[config.mk]
export PLATFORM = sky130hd
export DESIGN_NAME = ps2_mouse_init_sequencer
export DESIGN_NICKNAME = d
export VERILOG_FILES = /design/src/sv/psmi_pkg.sv /design/src/sv/ps2_mouse_init_sequencer.sv
export VERILOG_INCLUDE_DIRS = /design/src /design/src/sv
export SDC_FILE = /design/constraint.sdc
export NUM_CORES = 1
export LEC_CHECK = 0
export ABC_AREA = 1
export ABC_CLOCK_PERIOD_IN_PS = 2400
export BUFFER_PORTS_ARGS = -buffer_cell sky130_fd_sc_hd__buf_2
export CAP_MARGIN = 10
export CORE_MARGIN = 1.5
export CORE_UTILIZATION = 51
export CTS_CLUSTER_DIAMETER = 200
export DETAILED_ROUTE_END_ITERATION = 8
export GPL_ROUTABILITY_DRIVEN = 0
export MAX_ROUTING_LAYER = met4
export PLACE_DENSITY = 0.79
export SETUP_SLACK_MARGIN = 0.4
export SLEW_MARGIN = 30
export SYNTH_ARGS = -nofsm -noshare
export SYNTH_HDL_FRONTEND = slang
export SYNTH_SLANG_ARGS = --single-unit
[constraint.sdc]
create_clock -name clk -period 2.4 [get_ports clk]
set_input_delay 0.6 -clock clk [delete_from_list [all_inputs] [get_ports clk]]
set_output_delay 0.6 -clock clk [all_outputs]
set_load 0.1 [all_outputs]
[src/sv/assert_macros.svh]
// assertion macros used by the rtl file of the init sequencer
`ifndef ASSERT_MACROS_SVH
`define ASSERT_MACROS_SVH

// property checked at every rising clock edge outside reset
`define ASSERT_CLK(lbl, prop, msg) \
    lbl: assert property (@(posedge clk) disable iff (!rst_n) (prop)) else $error(msg);

// condition that must never be seen at a rising clock edge outside reset
`define ASSERT_NEVER(lbl, cond, msg) \
    lbl: assert property (@(posedge clk) disable iff (!rst_n) !(cond)) else $error(msg);

`endif

[src/sv/psmi_pkg.sv]
// types, constants and command table of the ps/2 mouse init sequencer
package psmi_pkg;

    localparam int unsigned STEP_W = 5;
    localparam int unsigned POS_W  = 2;

    // request codes
    localparam logic CMD_START = 1'b0;
    localparam logic CMD_RX    = 1'b1;

    // script steps
    localparam logic [STEP_W-1:0] STEP_IDLE       = 5'd0;
    localparam logic [STEP_W-1:0] STEP_FIRST      = 5'd1;
    localparam logic [STEP_W-1:0] STEP_RESET_LAST = 5'd3;
    localparam logic [STEP_W-1:0] STEP_ID         = 5'd10;
    localparam logic [STEP_W-1:0] STEP_LAST       = 5'd16;

    // reply positions
    localparam logic [POS_W-1:0] POS_FIRST  = 2'd0;
    localparam logic [POS_W-1:0] POS_SECOND = 2'd1;
    localparam logic [POS_W-1:0] POS_THIRD  = 2'd2;

    // mouse reply bytes
    localparam logic [7:0] BYTE_ACK     = 8'hFA;
    localparam logic [7:0] BYTE_BAT_OK  = 8'hAA;
    localparam logic [7:0] BYTE_ID_STD  = 8'h00;
    localparam logic [7:0] BYTE_ID_WHEEL = 8'h03;

    typedef struct packed {
        logic       cmd;
        logic [7:0] rx_byte;
    } psmi_in_t;

    typedef struct packed {
        logic       tx_valid;
        logic [7:0] tx_byte;
        logic       init_done;
        logic       wheel_present;
    } psmi_out_t;

    // command sent on completing step n; index 0 is the byte sent on start
    function automatic logic [7:0] next_cmd(input logic [3:0] idx);
        logic [7:0] b;
        case (idx)
            4'd0:    b = 8'hFF;
            4'd1:    b = 8'hFF;
            4'd2:    b = 8'hFF;
            4'd3:    b = 8'hF3;
            4'd4:    b = 8'hC8;
            4'd5:    b = 8'hF3;
            4'd6:    b = 8'h64;
            4'd7:    b = 8'hF3;
            4'd8:    b = 8'h50;
            4'd9:    b = 8'hF2;
            4'd10:   b = 8'hE8;
            4'd11:   b = 8'h03;
            4'd12:   b = 8'hE6;
            4'd13:   b = 8'hF3;
            4'd14:   b = 8'h28;
            4'd15:   b = 8'hF4;
            default: b = 8'hFF;
        endcase
        return b;
    endfunction

    // reply expected after a reset command, by position
    function automatic logic [7:0] reset_reply(input logic [POS_W-1:0] pos);
        logic [7:0] b;
        case (pos)
            POS_FIRST:  b = BYTE_ACK;
            POS_SECOND: b = BYTE_BAT_OK;
            default:    b = BYTE_ID_STD;
        endcase
        return b;
    endfunction

endpackage

[src/sv/ps2_mouse_init_sequencer.sv]
// ps/2 mouse init sequencer: reply matching and command issue
//
//  channel | direction | payload                                        | handshake
//  in      | to block  | cmd, rx_byte                                   | in_valid / in_ready
//  out     | from block| tx_valid, tx_byte, init_done, wheel_present     | out_valid / out_ready
//
// one request per cycle sustained while out_ready holds; the result is offered once the
// input register and then the result register load, with matching in between
// rst_n clears the script to idle and both flags; payload registers are not reset
// a stalled result holds in the result register while one more request is taken
// into the input register; in_ready drops only when both registers are full
`include "assert_macros.svh"

module ps2_mouse_init_sequencer (
    input  logic                clk,
    input  logic                rst_n,
    input  logic                in_valid,
    output logic                in_ready,
    input  psmi_pkg::psmi_in_t  in_data,
    output logic                out_valid,
    input  logic                out_ready,
    output psmi_pkg::psmi_out_t out_data
);

    logic                        in_valid_reg;
    psmi_pkg::psmi_in_t          in_data_reg;
    logic                        out_valid_reg;
    psmi_pkg::psmi_out_t         out_data_reg;
    psmi_pkg::psmi_out_t         out_data_next;

    logic [psmi_pkg::STEP_W-1:0] step_reg;
    logic [psmi_pkg::STEP_W-1:0] step_next;
    logic [psmi_pkg::POS_W-1:0]  pos_reg;
    logic [psmi_pkg::POS_W-1:0]  pos_next;
    logic                        done_reg;
    logic                        done_next;
    logic                        wheel_reg;
    logic                        wheel_next;

    logic                        advance;
    logic                        step_active;
    logic                        match_part;
    logic                        match_full;
    logic [7:0]                  rx;

    logic                        pos_legal;
    logic                        start_taken;
    logic                        start_issued;
    logic                        out_idle;

    assign advance   = in_valid_reg && (!out_valid_reg || out_ready);
    assign in_ready  = !in_valid_reg || advance;
    assign out_valid = out_valid_reg;
    assign out_data  = out_data_reg;

    assign rx          = in_data_reg.rx_byte;
    assign step_active = (step_reg >= psmi_pkg::STEP_FIRST)
                      && (step_reg <= psmi_pkg::STEP_LAST);

    // classify the received byte against the reply the current step waits for
    always_comb
    begin
        match_part = 1'b0;
        match_full = 1'b0;
        if (step_reg <= psmi_pkg::STEP_RESET_LAST)
        begin
            if (pos_reg <= psmi_pkg::POS_THIRD && rx == psmi_pkg::reset_reply(pos_reg))
            begin
                match_full = (pos_reg == psmi_pkg::POS_THIRD);
                match_part = (pos_reg != psmi_pkg::POS_THIRD);
            end
        end
        else if (step_reg == psmi_pkg::STEP_ID)
        begin
            if (pos_reg == psmi_pkg::POS_FIRST)
                match_part = (rx == psmi_pkg::BYTE_ACK);
            else if (pos_reg == psmi_pkg::POS_SECOND)
                match_full = (rx == psmi_pkg::BYTE_ID_STD)
                          || (rx == psmi_pkg::BYTE_ID_WHEEL);
        end
        else
        begin
            match_full = (pos_reg == psmi_pkg::POS_FIRST) && (rx == psmi_pkg::BYTE_ACK);
        end
    end

    always_comb
    begin
        step_next  = step_reg;
        pos_next   = pos_reg;
        done_next  = done_reg;
        wheel_next = wheel_reg;
        out_data_next.tx_valid = 1'b0;
        out_data_next.tx_byte  = 8'h00;
        if (advance)
        begin
            if (in_data_reg.cmd == psmi_pkg::CMD_START)
            begin
                out_data_next.tx_valid = 1'b1;
                out_data_next.tx_byte  = psmi_pkg::next_cmd(4'd0);
                step_next = psmi_pkg::STEP_FIRST;
                pos_next  = psmi_pkg::POS_FIRST;
            end
            else if (step_active)
            begin
                if (match_part)
                begin
                    pos_next = pos_reg + 2'd1;
                end
                else if (match_full)
                begin
                    pos_next = psmi_pkg::POS_FIRST;
                    if (step_reg == psmi_pkg::STEP_ID)
                        wheel_next = (rx == psmi_pkg::BYTE_ID_WHEEL);
                    if (step_reg == psmi_pkg::STEP_LAST)
                    begin
                        done_next = 1'b1;
                        step_next = psmi_pkg::STEP_IDLE;
                    end
                    else
                    begin
                        out_data_next.tx_valid = 1'b1;
                        out_data_next.tx_byte  = psmi_pkg::next_cmd(step_reg[3:0]);
                        step_next = step_reg + 5'd1;
                    end
                end
                else
                begin
                    // mismatch drops the partial reply and the byte itself
                    pos_next = psmi_pkg::POS_FIRST;
                end
            end
        end
        out_data_next.init_done     = done_next;
        out_data_next.wheel_present = wheel_next;
    end

    always_ff @(posedge clk or negedge rst_n)
    begin
        if (!rst_n)
        begin
            in_valid_reg  <= 1'b0;
            out_valid_reg <= 1'b0;
            step_reg      <= psmi_pkg::STEP_IDLE;
            pos_reg       <= psmi_pkg::POS_FIRST;
            done_reg      <= 1'b0;
            wheel_reg     <= 1'b0;
        end
        else
        begin
            if (in_valid && in_ready)
                in_valid_reg <= 1'b1;
            else if (advance)
                in_valid_reg <= 1'b0;

            if (advance)
                out_valid_reg <= 1'b1;
            else if (out_ready)
                out_valid_reg <= 1'b0;

            step_reg  <= step_next;
            pos_reg   <= pos_next;
            done_reg  <= done_next;
            wheel_reg <= wheel_next;
        end
    end

    always_ff @(posedge clk)
    begin
        if (in_valid && in_ready)
            in_data_reg <= in_data;
        if (advance)
            out_data_reg <= out_data_next;
    end

    // reply position allowed for the current step
    assign pos_legal = (pos_reg == psmi_pkg::POS_FIRST)
                    || ((step_reg >= psmi_pkg::STEP_FIRST)
                        && (step_reg <= psmi_pkg::STEP_RESET_LAST)
                        && (pos_reg <= psmi_pkg::POS_THIRD))
                    || ((step_reg == psmi_pkg::STEP_ID) && (pos_reg == psmi_pkg::POS_SECOND));
    assign start_taken  = advance && (in_data_reg.cmd == psmi_pkg::CMD_START);
    assign start_issued = (step_reg == psmi_pkg::STEP_FIRST) && out_valid_reg
                       && out_data_reg.tx_valid;
    assign out_idle     = out_valid_reg && !out_data_reg.tx_valid;

    `ASSERT_NEVER(a_step_range, step_reg > psmi_pkg::STEP_LAST, "script step beyond last step")
    `ASSERT_CLK(a_pos_legal, pos_legal, "reply position illegal for step")
    `ASSERT_CLK(a_done_sticky, done_reg |=> done_reg, "init done flag cleared")
    `ASSERT_CLK(a_start_issues_reset, start_taken |=> start_issued, "start did not issue reset")
    `ASSERT_CLK(a_idle_byte_zero, out_idle |-> (out_data_reg.tx_byte == 8'h00), "stray tx byte")

endmodule
==> results.sh <==
export IMPL_outcome="finished clean"
export IMPL_drc=0
export IMPL_rsz0062_at_grt="no"
export IMPL_clock_latency_ns=0.33
export IMPL_place_area_sq_um=1990
export IMPL_antennaDiodeCount=0
export IMPL_synth_edff_count=20
export IMPL_p_leak_nw=0.995
export IMPL_overflow=0
export IMPL_synthCells=209
export IMPL_grt_antenna_before_repair=0
export IMPL_core_sq_um=3360
export IMPL_grtUsageTotal_pct=19.8
export IMPL_path_clk_slew_ns=0.10
export IMPL_ant_nets=0
export IMPL_synthArstFlopShare_pct=35.5
export IMPL_vias_per_cell=5.10
export IMPL_tightest_slew_ns=0.576
export IMPL_r2r_end="out_data[0]"
export IMPL_r2r_start="pos_reg[1]"
export IMPL_yosysUniqueCellTypes=28
export IMPL_routedWlPerCell_um=11.4
export IMPL_clockBufferDepth=2
export IMPL_boundaryPins=26
export IMPL_fillers=299
export IMPL_root_buffer="clkbuf_4"
export IMPL_ys_seq_area_share_pct=48.2
export IMPL_end_kind="flip-flop"
export IMPL_grt_pass1_wl_um=5860
export IMPL_period_share_pct=78.9
export IMPL_htreeDepth=2
export IMPL_worstPathMaxFanout=5
export IMPL_seq_area_sq_um=882
export IMPL_cap_violations=0
export IMPL_cts_sinks=31
export IMPL_firstDrtPassIters=4
export IMPL_yosysWarnings=0
export IMPL_fmax_mhz=528
export IMPL_setup_violations=0
export IMPL_rr_worst_depth=9
export IMPL_p_per_area_nw_per_um2=1000
export IMPL_r2r_slack_ns=0.51
export IMPL_ir_drop_uv=441
export IMPL_layout_common_cells="56 x nand2_1, 25 x buf_2, 23 x inv_1"
export IMPL_ys_flop_type="edfxtp_1"
export IMPL_multi_input_area_sq_um=828
export IMPL_die_area_sq_um=3930
export IMPL_final_common_cell="nand2_1"
export IMPL_route_vias_total=1478
export IMPL_syn_to_final_growth_pct=15.6
export IMPL_synth_seq_cells=31
export IMPL_drt_iter0_markers=62
export IMPL_port_buffers=25
export IMPL_slew_headroom_pct=61.6
export IMPL_first_global_vias=1327
export IMPL_hold_path_class="in -> async"
export IMPL_worst_endpoint_arrival_ns=1.99
export IMPL_initial_utilization_pct=54.0
export IMPL_syn_area_per_cell_sq_um=8.69
export IMPL_die_width_um=62.7
export IMPL_drive_above_1_share_pct=25.8
export IMPL_fp_row_count=21
export IMPL_ctsHoldBuffers=0
export IMPL_period_minus_slack_ns=1.89
export IMPL_layout_nets=266
export IMPL_largest_reg_flops=11
export IMPL_grt_start_max_net_pins=17
export IMPL_netlist_area_sq_um=1820
export IMPL_dp_hpwl_um=2530
export IMPL_numCtsBuffers=5
export IMPL_final_max_slew_viol_count=0
export IMPL_synth_nets=232
export IMPL_stdcell_area_sq_um=2100
export IMPL_hold_viol=0
export IMPL_finClkSkew_ns=0.00988
export IMPL_cts_tree="done"
export IMPL_criticalPathCategory="reg -> reg"
export IMPL_cp_required_ns=2.49
export IMPL_setup_tns_ns=0
export IMPL_die_y_um=62.7
export IMPL_critPathLaunchType="flip-flop"
export IMPL_drt_total_wl_um=3310
-- routing by layer --
metal	part of all wire, %	global-route usage (%)
met1	48	24.4
met2	45	30.2
met3	5.2	5.23
met4	2.2	9.72
met5	0	-
-- cells by family after synthesis --
| family | Yosys count | synth area share [%] |
|---|---|---|
| simple gates | 116 | 29.8 |
| buf+inv | 30 | 7.31 |
| flops | 31 | 48.2 |
| xor+xnor | 1 | 0.483 |
| fa+ha+maj | 10 | 6.89 |
| compound gates | 21 | 7.30 |
-- what timing repair did --
| item | in CTS | in global routing |
|---|---|---|
| endpoints found under the setup margin | 2 | 18 |
| setup buffers | 0 | 3 |
| resized for setup | 1 | 10 |
| pin swaps | 1 | 1 |
-- cell usage after synthesis, types with 3 or more instances --
| library cell | count | area (sq um) |
|---|---|---|
| a21oi_1 | 7 | 35.0 |
| dfrtp_1 | 11 | 275 |
| edfxtp_1 | 20 | 601 |
| ha_1 | 10 | 125 |
| inv_1 | 24 | 90.1 |
| nand2_1 | 56 | 210 |
| nand2_2 | 4 | 25.0 |
| nand3_1 | 18 | 90.1 |
| nand4_1 | 10 | 62.6 |
| nor2_1 | 19 | 71.3 |
| nor2_4 | 3 | 33.8 |
| o21ai_0 | 5 | 25.0 |
-- stage by stage --
step | cells | hold slack, ns | setup slack, ns | util (%) | total power [mW]
finish | 290 | 0.124 | 0.505 | 62.4 | 2.11
global route | 290 | 0.123 | 0.382 | 62.4 | 2.27
CTS | 287 | 0.117 | 0.402 | 61.1 | 2.07
detailed placement | 279 | 0.495 | 0.429 | 59.3 | 1.75
global placement | 279 | 0.472 | 0.550 | 59.3 | 1.73
floorplan | 209 | 0.304 | 0.482 | - | 1.58
-- worst max path at each step --
stage	start	endpoint	slack (ns)	cells after the start
after floorplan	out_valid	in_data_reg[8]	0.48	3
after global placement	step_reg[0]	out_data[0]	0.55	9
after detailed placement	step_reg[0]	out_data[0]	0.43	9
after CTS	step_reg[1]	out_data[1]	0.40	8
after global routing	pos_reg[1]	out_data[0]	0.38	9
final	pos_reg[1]	out_data[0]	0.51	9
-- layout make-up --
class | count | area share, %
clock buffer | 7 | 2.62
clock inverter | 1 | 0.238
inverter | 27 | 5.18
multi-input combinational | 148 | 39.5
sequential | 31 | 42.0
tap | 46 | 2.74
timing repair buffer | 30 | 7.75
-- report_power, final --
group          switching (mW)  leakage [nW]  internal [mW]
clock network           0.172        0.0353          0.142
registers              0.0828         0.323          0.672
logic                   0.766         0.637          0.272
-- critical path, cell delays in order (launching register included) --
cell and delay [ns]:
dfrtp_2 0.45, inv_1 0.12, ha_2 0.21, nand3_1 0.13
a21oi_2 0.20, nand3_1 0.09, nand2_1 0.09, nand4_1 0.18
nor2_1 0.13, nor2_1 0.06
Note: power is estimated with default switching activity, not from simulation.
